--- config.mk ---
export PLATFORM = sky130hd
export DESIGN_NAME = sstf_disk_scheduler
export DESIGN_NICKNAME = d
export VERILOG_FILES = /design/src/rtl/core/sstf_pkg.sv /design/src/rtl/core/sstf_cell.sv /design/src/rtl/core/sstf_disk_scheduler.sv
export SDC_FILE = /design/constraint.sdc
export NUM_CORES = 1
export LEC_CHECK = 0
export BUFFER_PORTS_ARGS = -buffer_cell sky130_fd_sc_hd__clkbuf_2
export CAP_MARGIN = 20
export CORE_MARGIN = 2
export CORE_UTILIZATION = 45
export CTS_CLUSTER_SIZE = 14
export DETAILED_ROUTE_END_ITERATION = 6
export PLACE_DENSITY = 0.69
export SYNTH_ARGS = -nofsm -noshare
export SYNTH_HDL_FRONTEND = slang
export SYNTH_SLANG_ARGS = --single-unit
--- constraint.sdc ---
create_clock -name clock -period 5.8 [get_ports clock]
set_clock_uncertainty 0.05 [all_clocks]
set_input_delay 0.58 -clock clock [delete_from_list [all_inputs] [get_ports clock]]
set_output_delay 0.58 -clock clock [all_outputs]
set_load 0.1 [all_outputs]
--- src/rtl/core/sstf_pkg.sv ---
// Shared types and constants for the SSTF disk scheduler.
// No dependencies.
`default_nettype none
package sstf_pkg;
   localparam int MAX_REQ = 64;
   localparam int IDX_W   = $clog2(MAX_REQ);
   localparam int CNT_W   = $clog2(MAX_REQ + 1);
   localparam int TRK_W   = 8;
   localparam int TOT_W   = 14;

   localparam logic OP_LOAD = 1'b0;
   localparam logic OP_RUN  = 1'b1;

   localparam logic [1:0] ST_ACCEPTED = 2'd0;
   localparam logic [1:0] ST_FULL     = 2'd1;
   localparam logic [1:0] ST_SERVED   = 2'd2;
   localparam logic [1:0] ST_EMPTY    = 2'd3;

   typedef enum logic [1:0] {FSM_IDLE, FSM_SCAN, FSM_SEND} fsm_type;

   typedef struct packed {
      logic             shift;
      logic             clear_all;
      logic             load;
      logic             kill;
      logic [IDX_W-1:0] sel;
      logic [TRK_W-1:0] load_track;
   } cell_ctrl_type;
endpackage
`default_nettype wire

--- src/rtl/core/sstf_cell.sv ---
// One slot of the rotating request ring: track and valid bit.
// Depends on sstf_pkg.
`default_nettype none
module sstf_cell (
   input  wire logic                       clock,
   input  wire logic                       reset,
   input  wire sstf_pkg::cell_ctrl_type    ctrl,
   input  wire logic [sstf_pkg::IDX_W-1:0] my_idx,
   input  wire logic [sstf_pkg::TRK_W-1:0] nb_track,
   input  wire logic                       nb_valid,
   output logic      [sstf_pkg::TRK_W-1:0] track,
   output logic                            valid
);
   logic [sstf_pkg::TRK_W-1:0] track_ff, track_in;
   logic                       valid_ff, valid_in;
   logic                       hit;

   assign hit = (ctrl.sel == my_idx);

   always_comb begin
      track_in = track_ff;
      valid_in = valid_ff;
      if (ctrl.shift) begin
         track_in = nb_track;
         valid_in = nb_valid;
      end else if (ctrl.load && hit) begin
         track_in = ctrl.load_track;
         valid_in = 1'b1;
      end else if (ctrl.kill && hit) begin
         valid_in = 1'b0;
      end
      if (ctrl.clear_all) valid_in = 1'b0;
   end

   always_ff @(posedge clock) begin
      track_ff <= track_in;
      if (reset) valid_ff <= 1'b0;
      else       valid_ff <= valid_in;
   end

   assign track = track_ff;
   assign valid = valid_ff;
endmodule
`default_nettype wire

--- src/rtl/core/sstf_disk_scheduler.sv ---
// Top level of the SSTF disk scheduler: ring of request cells plus control.
// Depends on sstf_pkg and sstf_cell.
`default_nettype none
// Channel | dir | tdata                                   | tuser      | tlast
// req     | in  | [7:0] track, [15:8] start_position      | op         | -
// rsp     | out | [7:0] served_track, [15:8] seek_distance,| status[1:0]| last
//         |     | [29:16] total_seek, [31:30] zero        |            |
// Load and empty-run beats go straight to the result register on acceptance.
// Each served result costs a scan (one full rotation of the cell ring past the
// single comparator) plus a send cycle; no req is taken until the run ends.
// Synchronous active-high reset clears valid bits, count and control.
// A stalled rsp holds the sender; req is taken only when idle and rsp slot free.
module sstf_disk_scheduler (
   input  wire logic        clock,
   input  wire logic        reset,
   input  wire logic        req_tvalid,
   output logic             req_tready,
   input  wire logic [15:0] req_tdata,   // [7:0] track, [15:8] start_position
   input  wire logic        req_tuser,   // op
   output logic             rsp_tvalid,
   input  wire logic        rsp_tready,
   output logic      [31:0] rsp_tdata,   // [7:0] track, [15:8] seek, [29:16] total
   output logic      [1:0]  rsp_tuser,   // status
   output logic             rsp_tlast
);
   localparam int N  = sstf_pkg::MAX_REQ;
   localparam int IW = sstf_pkg::IDX_W;
   localparam int CW = sstf_pkg::CNT_W;
   localparam int TW = sstf_pkg::TRK_W;
   localparam int SW = sstf_pkg::TOT_W;

   sstf_pkg::fsm_type       state_ff, state_in;
   sstf_pkg::cell_ctrl_type ctrl;

   logic [TW-1:0] c_track [N];
   logic          c_valid [N];

   logic [CW-1:0] count_ff, count_in;
   logic [CW-1:0] remain_ff, remain_in;
   logic [IW-1:0] scan_ff, scan_in;
   logic [TW-1:0] head_ff, head_in;
   logic [SW-1:0] total_ff, total_in;
   logic          found_ff, found_in;
   logic [IW-1:0] best_idx_ff, best_idx_in;
   logic [TW-1:0] best_trk_ff, best_trk_in;
   logic [TW-1:0] best_dst_ff, best_dst_in;

   logic          rsp_valid_ff, rsp_valid_in;
   logic [1:0]    rsp_stat_ff, rsp_stat_in;
   logic [TW-1:0] rsp_trk_ff, rsp_trk_in;
   logic [TW-1:0] rsp_dst_ff, rsp_dst_in;
   logic [SW-1:0] rsp_tot_ff, rsp_tot_in;
   logic          rsp_last_ff, rsp_last_in;

   logic          slot_free, req_acc, scan_end, last_pick;
   logic [TW-1:0] cur_dist;
   logic [TW-1:0] req_track, req_start;

   assign req_track = req_tdata[7:0];
   assign req_start = req_tdata[15:8];
   assign slot_free = !rsp_valid_ff || rsp_tready;
   assign req_acc   = req_tvalid && req_tready;
   assign scan_end  = (scan_ff == IW'(N - 1));
   assign last_pick = (remain_ff == CW'(1));

   // cell ring: cell i takes its neighbor i+1 on a shift, last wraps to 0
   for (genvar i = 0; i < N; i++) begin : g_cell
      sstf_cell u_cell (
         .clock    (clock),
         .reset    (reset),
         .ctrl     (ctrl),
         .my_idx   (IW'(i)),
         .nb_track (c_track[(i + 1) % N]),
         .nb_valid (c_valid[(i + 1) % N]),
         .track    (c_track[i]),
         .valid    (c_valid[i])
      );
   end

   // distance of the entry passing the comparator at cell 0
   assign cur_dist = (c_track[0] > head_ff) ? (c_track[0] - head_ff)
                                            : (head_ff - c_track[0]);

   // next state
   always_comb begin
      state_in = state_ff;
      unique case (state_ff)
         sstf_pkg::FSM_IDLE:
            if (req_acc && req_tuser == sstf_pkg::OP_RUN && count_ff != '0)
               state_in = sstf_pkg::FSM_SCAN;
         sstf_pkg::FSM_SCAN:
            if (scan_end) state_in = sstf_pkg::FSM_SEND;
         sstf_pkg::FSM_SEND:
            if (slot_free) state_in = last_pick ? sstf_pkg::FSM_IDLE : sstf_pkg::FSM_SCAN;
         default: state_in = sstf_pkg::FSM_IDLE;
      endcase
   end

   // outputs and datapath
   always_comb begin
      req_tready   = (state_ff == sstf_pkg::FSM_IDLE) && slot_free;
      ctrl         = '0;
      ctrl.sel     = (state_ff == sstf_pkg::FSM_IDLE) ? count_ff[IW-1:0] : best_idx_ff;
      ctrl.load_track = req_track;
      count_in     = count_ff;
      remain_in    = remain_ff;
      scan_in      = scan_ff;
      head_in      = head_ff;
      total_in     = total_ff;
      found_in     = found_ff;
      best_idx_in  = best_idx_ff;
      best_trk_in  = best_trk_ff;
      best_dst_in  = best_dst_ff;
      rsp_valid_in = rsp_valid_ff && !rsp_tready;
      rsp_stat_in  = rsp_stat_ff;
      rsp_trk_in   = rsp_trk_ff;
      rsp_dst_in   = rsp_dst_ff;
      rsp_tot_in   = rsp_tot_ff;
      rsp_last_in  = rsp_last_ff;
      unique case (state_ff)
         sstf_pkg::FSM_IDLE: begin
            if (req_acc) begin
               rsp_valid_in = 1'b1;
               rsp_trk_in   = '0;
               rsp_dst_in   = '0;
               rsp_tot_in   = '0;
               rsp_last_in  = 1'b1;
               if (req_tuser == sstf_pkg::OP_LOAD) begin
                  if (count_ff >= CW'(N)) begin
                     rsp_stat_in = sstf_pkg::ST_FULL;
                  end else begin
                     rsp_stat_in = sstf_pkg::ST_ACCEPTED;
                     ctrl.load   = 1'b1;
                     count_in    = count_ff + CW'(1);
                  end
               end else if (count_ff == '0) begin
                  rsp_stat_in = sstf_pkg::ST_EMPTY;
               end else begin
                  rsp_valid_in = rsp_valid_ff && !rsp_tready;
                  head_in      = req_start;
                  total_in     = '0;
                  remain_in    = count_ff;
                  scan_in      = '0;
                  found_in     = 1'b0;
               end
            end
         end
         sstf_pkg::FSM_SCAN: begin
            ctrl.shift = 1'b1;
            scan_in    = scan_ff + IW'(1);
            // strict less-than keeps the earliest slot on ties
            if (c_valid[0] && (!found_ff || cur_dist < best_dst_ff)) begin
               found_in    = 1'b1;
               best_idx_in = scan_ff;
               best_trk_in = c_track[0];
               best_dst_in = cur_dist;
            end
         end
         sstf_pkg::FSM_SEND: begin
            if (slot_free) begin
               ctrl.kill    = 1'b1;
               total_in     = total_ff + SW'(best_dst_ff);
               head_in      = best_trk_ff;
               remain_in    = remain_ff - CW'(1);
               scan_in      = '0;
               found_in     = 1'b0;
               rsp_valid_in = 1'b1;
               rsp_stat_in  = sstf_pkg::ST_SERVED;
               rsp_trk_in   = best_trk_ff;
               rsp_dst_in   = best_dst_ff;
               rsp_tot_in   = total_ff + SW'(best_dst_ff);
               rsp_last_in  = last_pick;
               if (last_pick) begin
                  ctrl.clear_all = 1'b1;
                  count_in       = '0;
               end
            end
         end
         default: ;
      endcase
   end

   always_ff @(posedge clock) begin
      if (reset) begin
         state_ff     <= sstf_pkg::FSM_IDLE;
         count_ff     <= '0;
         remain_ff    <= '0;
         scan_ff      <= '0;
         found_ff     <= 1'b0;
         rsp_valid_ff <= 1'b0;
      end else begin
         state_ff     <= state_in;
         count_ff     <= count_in;
         remain_ff    <= remain_in;
         scan_ff      <= scan_in;
         found_ff     <= found_in;
         rsp_valid_ff <= rsp_valid_in;
      end
      head_ff     <= head_in;
      total_ff    <= total_in;
      best_idx_ff <= best_idx_in;
      best_trk_ff <= best_trk_in;
      best_dst_ff <= best_dst_in;
      rsp_stat_ff <= rsp_stat_in;
      rsp_trk_ff  <= rsp_trk_in;
      rsp_dst_ff  <= rsp_dst_in;
      rsp_tot_ff  <= rsp_tot_in;
      rsp_last_ff <= rsp_last_in;
   end

   assign rsp_tvalid = rsp_valid_ff;
   assign rsp_tuser  = rsp_stat_ff;
   assign rsp_tlast  = rsp_last_ff;
   assign rsp_tdata  = {2'b00, rsp_tot_ff, rsp_dst_ff, rsp_trk_ff};

   // fill count never passes the store depth
   a_count_max: assert property (@(posedge clock) disable iff (reset)
      count_ff <= CW'(N)) else $error("pending count overflow");

   // a send always has a pick from the preceding scan
   a_send_found: assert property (@(posedge clock) disable iff (reset)
      state_ff == sstf_pkg::FSM_SEND |-> found_ff) else $error("send without pick");

   // the final served beat empties the store
   a_run_clears: assert property (@(posedge clock) disable iff (reset)
      (state_ff == sstf_pkg::FSM_SEND && slot_free && last_pick) |=> count_ff == '0)
      else $error("store not cleared after run");
endmodule
`default_nettype wire
# ---- Word level (Yosys, flattened, before mapping)
# Cells that the tools add are included.
dict set report word_totals {
  ff_bits 677
  latch_bits 0
  mem_bits_rw 0
  rom_bits 0
  in_bits 21
  word_cells 902
  mem_count 0
}
dict set report classes {
  n_addsub 6
  multipliers 0
  div 0
  magnitude_cmp 3
  n_eq_ne 78
  shifts 0
  muxes 389
  bitwise 0
  n_reduce_logical 282
}
# cell n
set ops {}
lappend ops {{two-way mux 8 bit} 135}
lappend ops {{two-way mux 1 bit} 215}
lappend ops {{equality test 6 bit, second input constant} 33}
lappend ops {{nonzero test 3 bit} 65}
lappend ops {{logical AND 1 bit} 134}
lappend ops {{nonzero test 2 bit} 65}
lappend ops {{equality test 6 x 5 -> 1 bit, second input constant} 16}
lappend ops {{two-way mux 14 bit} 5}
lappend ops {{two-way mux 7 bit} 9}
lappend ops {{case mux 14 bit (2 select lines)} 2}
lappend ops {{equality test 6 x 4 -> 1 bit, second input constant} 8}
lappend ops {{case mux 8 bit (2 select lines)} 3}
lappend ops {{two-way mux 6 bit} 5}
lappend ops {{case mux 7 bit (2 select lines)} 2}
lappend ops {{equality test 6 x 3 -> 1 bit, second input constant} 4}
lappend ops {{!= test 2 bit, second input constant} 10}
lappend ops {{case mux 6 bit (3 select lines)} 1}
lappend ops {{subtractor 8 bit} 2}
lappend ops {{adder 14 x 8 -> 14 bit} 1}
lappend ops {{two-way mux 2 bit} 7}
lappend ops {{equality test 6 x 2 -> 1 bit, second input constant} 2}
lappend ops {{AND reduction 6 bit} 2}
lappend ops {{AND reduction 5 bit} 2}
lappend ops {{> comparator 8 bit} 1}
lappend ops {{other kinds (24)} 29}

# ---- Logic depth before layout (Yosys ltp)
# Gate-level depths: netlist of the first run.
dict set report depth {
  ltp_word 9
  mapped_depth 16
}

# ---- Cells and area by module
# A second synthesis of the first run with hierarchy kept.
dict set report hier_totals {
  cells_unflattened 2582
  area_unflattened_um2 34783.4
}
# mod n_inst cells_per_inst area_each_um2 seq_area_each_um2
set modules_own_cells {}
lappend modules_own_cells {sstf_cell 64 33 461.7 260.2}
lappend modules_own_cells {sstf_disk_scheduler 1 470 5235.0 2792.7}

# ---- Least setup slack after synthesis of the first run
# Ideal clock, no wire load.
dict set report synth_timing {
  path_kind {flip-flop to flip-flop}
  start {register g_cell[0].u_cell.track_ff, in the netlist g_cell[0].u_cell.track[0]}
  end {register best_dst_ff[0] (enable)}
  setup_ns 0.435
  arrival_time_ns 4.567
  path_slack_ns 0.748
  stages_incl_launch_ff 14
  path_buffers 1
  path_cell_list {edfxtp_1 -> inv_1 -> ha_1 -> fa_1 -> nand3b_1 -> a21o_1 -> a21o_1 -> buf_6 -> mux2_4 -> o311a_1 -> a311oi_1 -> ha_1 -> a21boi_0 -> o31ai_1}
}
dict set report synth_via {
  elab_chain_cells 6
  word_cells_on_any_way 8
  classes_between {2 x add/sub; 2 x order compare; 1 x mux; 3 x reduce/logical}
}
# item line
set synth_lines {}
lappend synth_lines {{start: declaration} sstf_cell.sv:14} ;# logic [sstf_pkg::TRK_W-1:0] track_ff, track_in;
lappend synth_lines {{start signal: assignment} sstf_cell.sv:36} ;# track_ff <= track_in;
lappend synth_lines {{subtractor 8 bit, or another cell as far along} sstf_disk_scheduler.sv:82} ;# : (head_ff - c_track[0]);
lappend synth_lines {{two-way mux 8 bit (*)} sstf_disk_scheduler.sv:81} ;# assign cur_dist = (c_track[0] > head_ff) ? (c_track[0] - head_ff)
lappend synth_lines {{named net cur_dist[6]} sstf_disk_scheduler.sv:56} ;# logic [TW-1:0] cur_dist;
lappend synth_lines {{< comparator 8 bit (*)} sstf_disk_scheduler.sv:152} ;# if (c_valid[0] && (!found_ff || cur_dist < best_dst_ff)) begin
lappend synth_lines {{logical OR 1 bit (*)} sstf_disk_scheduler.sv:152}
lappend synth_lines {{logical AND 1 bit (*)} sstf_disk_scheduler.sv:152}
lappend synth_lines {{AND reduction 2 bit (no line) (*)} -}
lappend synth_lines {{end signal: assignment} sstf_disk_scheduler.sv:203} ;# best_dst_ff <= best_dst_in;
lappend synth_lines {{end: declaration} sstf_disk_scheduler.sv:46} ;# logic [TW-1:0] best_dst_ff, best_dst_in;
# Mark *: on every way through the listed nets, which the timed path passes. The rest lies on a longest branch.
# A chain may end at the register's enable or synchronous reset.

# ---- Final worst setup path of the first run
dict set report layout_timing {
  start {register g_cell[0].u_cell.track_ff, in the netlist g_cell[0].u_cell.track[5]}
  end {register best_idx_ff[2] (enable)}
}
dict set report layout_via {
  elab_chain_cells 6
  word_cells_on_any_way 8
  classes_between {2 x add/sub; 2 x order compare; 1 x mux; 3 x reduce/logical}
}
# item line
set layout_lines {}
lappend layout_lines {{subtractor 8 bit, or another cell as far along} sstf_disk_scheduler.sv:82}
lappend layout_lines {{two-way mux 8 bit (*)} sstf_disk_scheduler.sv:81}
lappend layout_lines {{named net cur_dist[6]} sstf_disk_scheduler.sv:56}
lappend layout_lines {{< comparator 8 bit (*)} sstf_disk_scheduler.sv:152}
lappend layout_lines {{logical OR 1 bit (*)} sstf_disk_scheduler.sv:152}
lappend layout_lines {{logical AND 1 bit (*)} sstf_disk_scheduler.sv:152}
lappend layout_lines {{AND reduction 2 bit (no line) (*)} -}
lappend layout_lines {{end signal: assignment} sstf_disk_scheduler.sv:201} ;# best_idx_ff <= best_idx_in;
lappend layout_lines {{end: declaration} sstf_disk_scheduler.sv:44} ;# logic [IW-1:0] best_idx_ff, best_idx_in;
# Marked as above.

==> impl_metrics.csv, run 1 <==
group,metric,value,unit
grt,grt_max_degree,212,
sta,final-hold-violation-count,0,
floorplanning,die_x,254,um
routing,drc,0,
critical_path,rr_startpoint,"g_cell[0].u_cell.track[5]$_DFFE_PP_",
yosys,synth_warnings,0,
floorplanning,core_region_area,61700,um2
layout,regArea,19400,um2
critical_path,crit_arrival,4.59,ns
critical_path,endpoint_kind,"flop",
sta,relSlewSlack,27.1,%
sta,fmax,231,MHz
critical_path,reg2regPathDepth,12,
critical_path,cp-startpoint,"g_cell[0].u_cell.track[5]$_DFFE_PP_",
grt,grt_pass1_wl,93.6,mm
critical_path,critPathMaxFanout,15,
routing,vias,16700,
grt,top_usage_layer,"met2",
critical_path,worst_setup_path_start_kind,"flop",
grt,antenna_found_initial,0,
layout,nNetsFinal,2079,
routing,drt_pass1_iterations,5,
layout,finalNonFillerCells,2906,
floorplanning,fp.dieArea,64500,um2
job,cap_violations,0,
grt,grt_overflow,0,
grt,track_usage,18.3,%
clocking,clk_latency,0.60,ns
hold_path,holdCritStartpoint,"req_tdata[8]",
critical_path,worstReg2RegEnd,"best_idx_ff[2]$_DFFE_PP_",
yosys,mappedNetlistArea,28100,um2
sta,rsz0062_at_grt,"false",
sta,final.setup.tns,0,ns
clocking,cts_tree,"yes",
floorplanning,fp.dieH,254,um
place,dpl.hpwl,34.8,mm
sta,finalCritPeriodShare,74.7,%
sta,maxSlewViolCount,0,
clocking,clock_sinks,677,
hold_path,hp-class,"in -> reg",
clocking,cts_root_buf,"clkbuf_16",
layout,multi_input_area,7840,um2
yosys,synthArstFlopShare,0,%
routing,drtIter0Drc,1642,
power_and_ir_drop,total_leakage_power,13.3,nW
grt,grt_pass1_vias,16800,
clocking,path_clk_slew,0.06,ns
routing,routed_via_density,5.76,
yosys,synth-seq-cells,677,
floorplanning,ioPinCount,58,
sta,worst_pin_slew,1.08,ns
yosys,avgSynthCellArea,14.0,um2
grt,met2_usage,30.0,%
sta,setup_viol_count_final,0,
power_and_ir_drop,powerDensity,337,nW/um2
floorplanning,start_util,45.6,%
routing,antenna_left,0,
yosys,synth-main-ff-cell,"edfxtp_1",
clocking,clockBufferDepth,3,
grt,use_met1,25.3,%
yosys,synth_cells,2014,
run_status,outcome,"completed",
place,portBuffers,55,
power_and_ir_drop,max-vdd-ir-drop,0.212,mV
yosys,yosys.cell_types.count,68,
layout,area_delta_synth_final,11.4,%
layout,fillers,5137,
clocking,htreeDepth,3,
clocking,holdBufCountCts,0,
yosys,yosysSeqAreaShare,69.2,%
critical_path,reg2reg_slack,1.47,ns
routing,avgRoutedWirePerCell,20.3,um
critical_path,criticalPathCategory,"reg -> reg",
clocking,post_cts_buffers,0,
floorplanning,num_rows,91,
place,place_inst,2771,
clocking,cts_resized,0,
grt,met3_usage,3.11,%
critical_path,crit_end,"best_idx_ff[2]$_DFFE_PP_",
routing,routed_wl,59.0,mm
layout,diodes,0,
critical_path,cp.required,6.06,ns
place,gp_congestion,0.860,
layout,drive_gt1_share,13.0,%
sta,fin_crit,4.33,ns
clocking,cts_buffers,69,
yosys,synth_edf_count,589,
[area by class of cell]
class	instances	share of cell area, %
well taps	837	3.34
inverters	72	0.863
clock buffers	89	6.02
clock inverters	31	0.707
multi-input cells	1097	25.0
flip-flops and latches	677	62.1
repair buffers	103	1.98
[cells in the mapped netlist, types with 10 or more instances]
master | instances | area share, %
o21ai_0 | 96 | 1.7
nand2_1 | 25 | 0.33
o21a_1 | 44 | 1.2
inv_1 | 72 | 0.96
buf_2 | 21 | 0.37
o221a_2 | 35 | 1.4
or2_2 | 17 | 0.38
edfxtp_1 | 589 | 63
nor2b_1 | 10 | 0.22
a21o_1 | 527 | 14
and2_1 | 12 | 0.27
dfxtp_1 | 88 | 6.3
clkbuf_1 | 135 | 1.8
nor3_1 | 19 | 0.34
nor2_1 | 65 | 0.87
o21ai_1 | 11 | 0.20
a21oi_1 | 82 | 1.5
ha_1 | 35 | 1.6
[state kept, by name, indices dropped and copies added (netlist names), 2 cells and up]
register             flops
state_ff                 2
total_ff                14
best_trk_ff              8
count_ff                 7
g_cell.u_cell.valid     64
head_ff                  8
rsp_tuser                2
best_dst_ff              8
remain_ff                7
scan_ff                  6
rsp_tot_ff              14
g_cell.u_cell.track    512
rsp_dst_ff               8
rsp_trk_ff               8
best_idx_ff              6
[worst min path at each step]
stage	depth (start not counted)	to	slack, ns
4_1_cts	2	head_ff[0]$_DFFE_PP_	0.18
3_3_place_gp	2	g_cell[23].u_cell.valid$_SDFFE_PP0P_	0.41
2_1_floorplan	2	found_ff$_SDFFE_PP0P_	0.38
6_report	2	head_ff[0]$_DFFE_PP_	0.21
3_5_place_dp	2	g_cell[22].u_cell.valid$_SDFFE_PP0P_	0.42
5_1_grt	2	head_ff[0]$_DFFE_PP_	0.19
[layer usage]
metal,vias up,wire length (um)
met5,-,0
met4,0,1380
met3,108,3190
met2,520,28000
met1,8531,26400
li1,7567,-
[worst max-delay path, cell delays in order, from the launching register on]
cell and delay, ns:
edfxtp_1 0.39, inv_1 0.06, ha_1 0.39, a211o_2 0.37
a21oi_2 0.22, a21o_1 0.37, mux2i_1 0.33, mux2_2 0.37
a311oi_1 0.31, ha_1 0.30, a21boi_0 0.16, o31ai_4 0.48
buf_8 0.25
[power by group]
group          switching (mW)  internal [mW]  leakage, nW
registers              0.0535           5.48         6.10
clock network            1.81           2.39         1.03
logic                   0.537          0.275         6.12
total                    2.40           8.14         13.3
[layout by cell type, fill, tap and decap left out, types with 4 or more instances in the layout]
| cell type | n |
|---|---|
| nand2b_1 | 4 |
| clkbuf_2 | 55 |
| or3_1 | 4 |
| nand4_1 | 9 |
| xor2_1 | 9 |
| inv_1 | 72 |
| edfxtp_1 | 589 |
| nor3_1 | 19 |
| a31oi_1 | 7 |
| nor2_1 | 65 |
| and2_1 | 12 |
| a21oi_1 | 81 |
| o21a_1 | 44 |
| nor2b_4 | 9 |
| ha_1 | 35 |
| clkbuf_16 | 73 |
| o21ai_1 | 11 |
| mux2i_1 | 4 |
| o21ai_0 | 96 |
| clkinv_1 | 15 |
| or2_2 | 17 |
| nand3_1 | 4 |
| a22oi_1 | 6 |
| nand3b_1 | 6 |
| a21o_1 | 527 |
| clkbuf_1 | 16 |
| dfxtp_1 | 88 |
| o221a_2 | 35 |
| clkinv_2 | 8 |
| nand2_1 | 24 |
| buf_2 | 14 |
| buf_4 | 30 |
| xnor2_1 | 7 |
| and3_1 | 6 |
[per-stage QoR]
stage	setup WS, ns	power [mW]	hold slack, ns	area [um2]	util, %
floorplan	0.748	6.22	0.381	28100	-
global placement	1.28	6.42	0.411	29100	47.2
detailed placement	1.10	6.44	0.416	29100	47.2
CTS	1.07	10.6	0.183	31200	50.6
global route	1.17	10.9	0.189	31300	50.8
finish	1.47	10.5	0.212	31300	50.8
[kinds of logic after synthesis]
logic type / count (synthesis) / share of synthesized area [%]
other: 1 / 0.0133
AOI/OAI and AO/OA: 840 / 21.3
adders and majority gates: 38 / 1.77
and+or+nand+nor: 193 / 3.53
xor gates and xnor gates: 16 / 0.498
muxes: 8 / 0.316
buffers and inverters: 241 / 3.38
DFF: 677 / 69.2
Power figures use the tool's default switching activity.
==> run 2: changes to the inputs <==
Clock period 5.8 ns to 4.2 ns, I/O delays scaled along.
==> run 2 against run 1 <==
Against the previous run: critical path depth grew 1; sequential share of layout area shrank 0.56 points; utilization grew 0.46 points; highest routed layer unchanged; worst setup slack lost 1.2 ns; largest cell class unchanged; clock power grew 43%; maximum frequency grew 11%; first-iteration DRC count shrank 4.7%; combinational power grew 40%.
==> impl_metrics.csv, run 2 (synthesized netlist as in run 1, its figures left out) <==
group,metric,value,unit
hold_path,hp-class,"in -> reg",
critical_path,endpoint_kind,"flop",
sta,fmax,257,MHz
clocking,post_cts_buffers,0,
hold_path,whs_path_depth,2,
routing,drt_pass1_iterations,5,
clocking,clock_sinks,677,
routing,drt-met1-wl,26.7,mm
layout,largest_reg_flops,512,
place,place_ws,0.0998,ns
power_and_ir_drop,switching_share,22.7,%
floorplanning,start_util,45.6,%
routing,antenna_left,0,
layout,finalNonFillerCells,2927,
power_and_ir_drop,clockPowerShare,40.6,%
sta,maxSlewViolCount,0,
routing,top_layer,"met4",
clocking,cts_root_buf,"clkbuf_16",
routing,vias,16700,
place,place_inst,2797,
floorplanning,ioPinCount,58,
critical_path,crit_arrival,4.16,ns
grt,track_usage,18.8,%
routing,route.met3.wl,2.97,mm
power_and_ir_drop,p_int,11.4,mW
grt,antenna_found_initial,0,
grt,grt_max_degree,230,
layout,diodes,0,
power_and_ir_drop,p_seq_share,51.7,%
critical_path,reg2regPathDepth,13,
routing,avgRoutedWirePerCell,20.5,um
floorplanning,num_rows,91,
grt,grt_pass1_wl,95.3,mm
sta,rsz0062_at_grt,"false",
sta,finalCritPeriodShare,92.8,%
clocking,holdBufCountCts,0,
clocking,path_clk_slew,0.06,ns
routing,routed_wl,60.0,mm
clocking,clk_latency,0.61,ns
sta,fin_crit,3.90,ns
critical_path,worst_setup_path_start_kind,"flop",
layout,final_cell_mix,"edfxtp_1, a21o_1, o21ai_0, dfxtp_1, a21oi_1",
place,gp_congestion,0.863,
floorplanning,fp.dieArea,64500,um2
power_and_ir_drop,max-vdd-ir-drop,0.287,mV
floorplanning,die_x,254,um
sta,final-hold-violation-count,0,
layout,area_delta_synth_final,12.4,%
critical_path,criticalPathCategory,"reg -> reg",
routing,routed_via_density,5.71,
layout,multi_input_area,7850,um2
sta,final.setup.tns,0,ns
sta,setup_viol_count_final,0,
clocking,cts_tree,"yes",
place,dpl.hpwl,35.8,mm
floorplanning,fp.dieH,254,um
job,cap_violations,0,
sta,worst_pin_slew,1.09,ns
routing,wl_met2,28.7,mm
grt,grt_overflow,0,
critical_path,cp.required,4.46,ns
clocking,cts_resized,0,
layout,regArea,19400,um2
floorplanning,core_region_area,61700,um2
power_and_ir_drop,p_sw,3.36,mW
power_and_ir_drop,total_leakage_power,13.4,nW
sta,relSlewSlack,27.2,%
layout,drive_gt1_share,14.1,%
clocking,clockBufferDepth,3,
place,portBuffers,55,
layout,mostFrequentLayoutCell,"edfxtp_1",
layout,nNetsFinal,2095,
power_and_ir_drop,comb_power_share,7.7,%
run_status,outcome,"completed",
power_and_ir_drop,powerDensity,468,nW/um2
sta,setup_ws,0.303,ns
clocking,htreeDepth,3,
critical_path,critPathMaxFanout,15,
routing,drc,0,
grt,grt_pass1_vias,16900,
layout,fillers,5082,
clocking,cts_buffers,70,
routing,drtIter0Drc,1565,
run 2: changes by cell type in the layout (fill, tap and decap cells not counted), sizes merged:
| cell | change |
|---|---|
| clkinv | -4 |
| clkbuf | +9 |
| buf | +15 |
| clkinvlp | -1 |
| inv | +1 |
| bufinv | +1 |
run 2: stage by stage:
step	power, mW	utilization, %	hold WS, ns	cell area, um2
final	14.8	51.2	0.0335	31600
after global placement	8.89	47.6	0.405	29400
after detailed placement	8.91	47.6	0.413	29400
after global routing	15.3	51.2	0.0141	31600
after CTS	14.9	51.2	0.000733	31600
after floorplan	8.60	-	0.381	28100
run 2: cell type report:
type | instances | area share, %
Tap cell | 837 | 3.31
Timing Repair Buffer | 118 | 2.51
Clock buffer | 98 | 6.23
Inverter | 72 | 0.855
Clock inverter | 28 | 0.756
Multi-Input combinational cell | 1097 | 24.8
Sequential cell | 677 | 61.5
run 2: power groups by stage:
| stage | clock [mW] | sequential (mW) | combinational (mW) |
|---|---|---|---|
| after global placement | 0 | 7.78 | 1.11 |
| after CTS | 6.14 | 7.64 | 1.15 |
| after global routing | 6.40 | 7.65 | 1.24 |
| after floorplan | 0 | 7.91 | 0.689 |
| final | 6.01 | 7.64 | 1.14 |
| after detailed placement | 0 | 7.78 | 1.13 |
run 2: critical path: stages (launching register included):
cell	delay, ns
edfxtp_1	0.42
inv_1	0.07
ha_1	0.23
fa_1	0.38
nand3b_1	0.19
a21o_1	0.18
a21o_4	0.26
mux2i_1	0.27
mux2_2	0.38
a311oi_1	0.26
ha_1	0.29
a21boi_0	0.16
o31ai_4	0.23
buf_6	0.23
run 2: worst paths after layout:
path,startpoint,to,slack [ns]
worst max-delay path,g_cell[0].u_cell.track[0]$_DFFE_PP_,best_trk_ff[3]$_DFFE_PP_,0.30
worst min-delay path,req_tdata[15],head_ff[7]$_DFFE_PP_,0.03
worst max register to register,g_cell[0].u_cell.track[0]$_DFFE_PP_,best_trk_ff[3]$_DFFE_PP_,0.30
worst min register to register,g_cell[58].u_cell.valid$_SDFFE_PP0P_,g_cell[58].u_cell.valid$_SDFFE_PP0P_,0.43
run 2: metal layers:
layer,vias to the layer above,track usage [%]
met2,471,30.7
met4,0,5.78
met3,115,3.55
met5,-,0
met1,8519,25.6
li1,7600,-
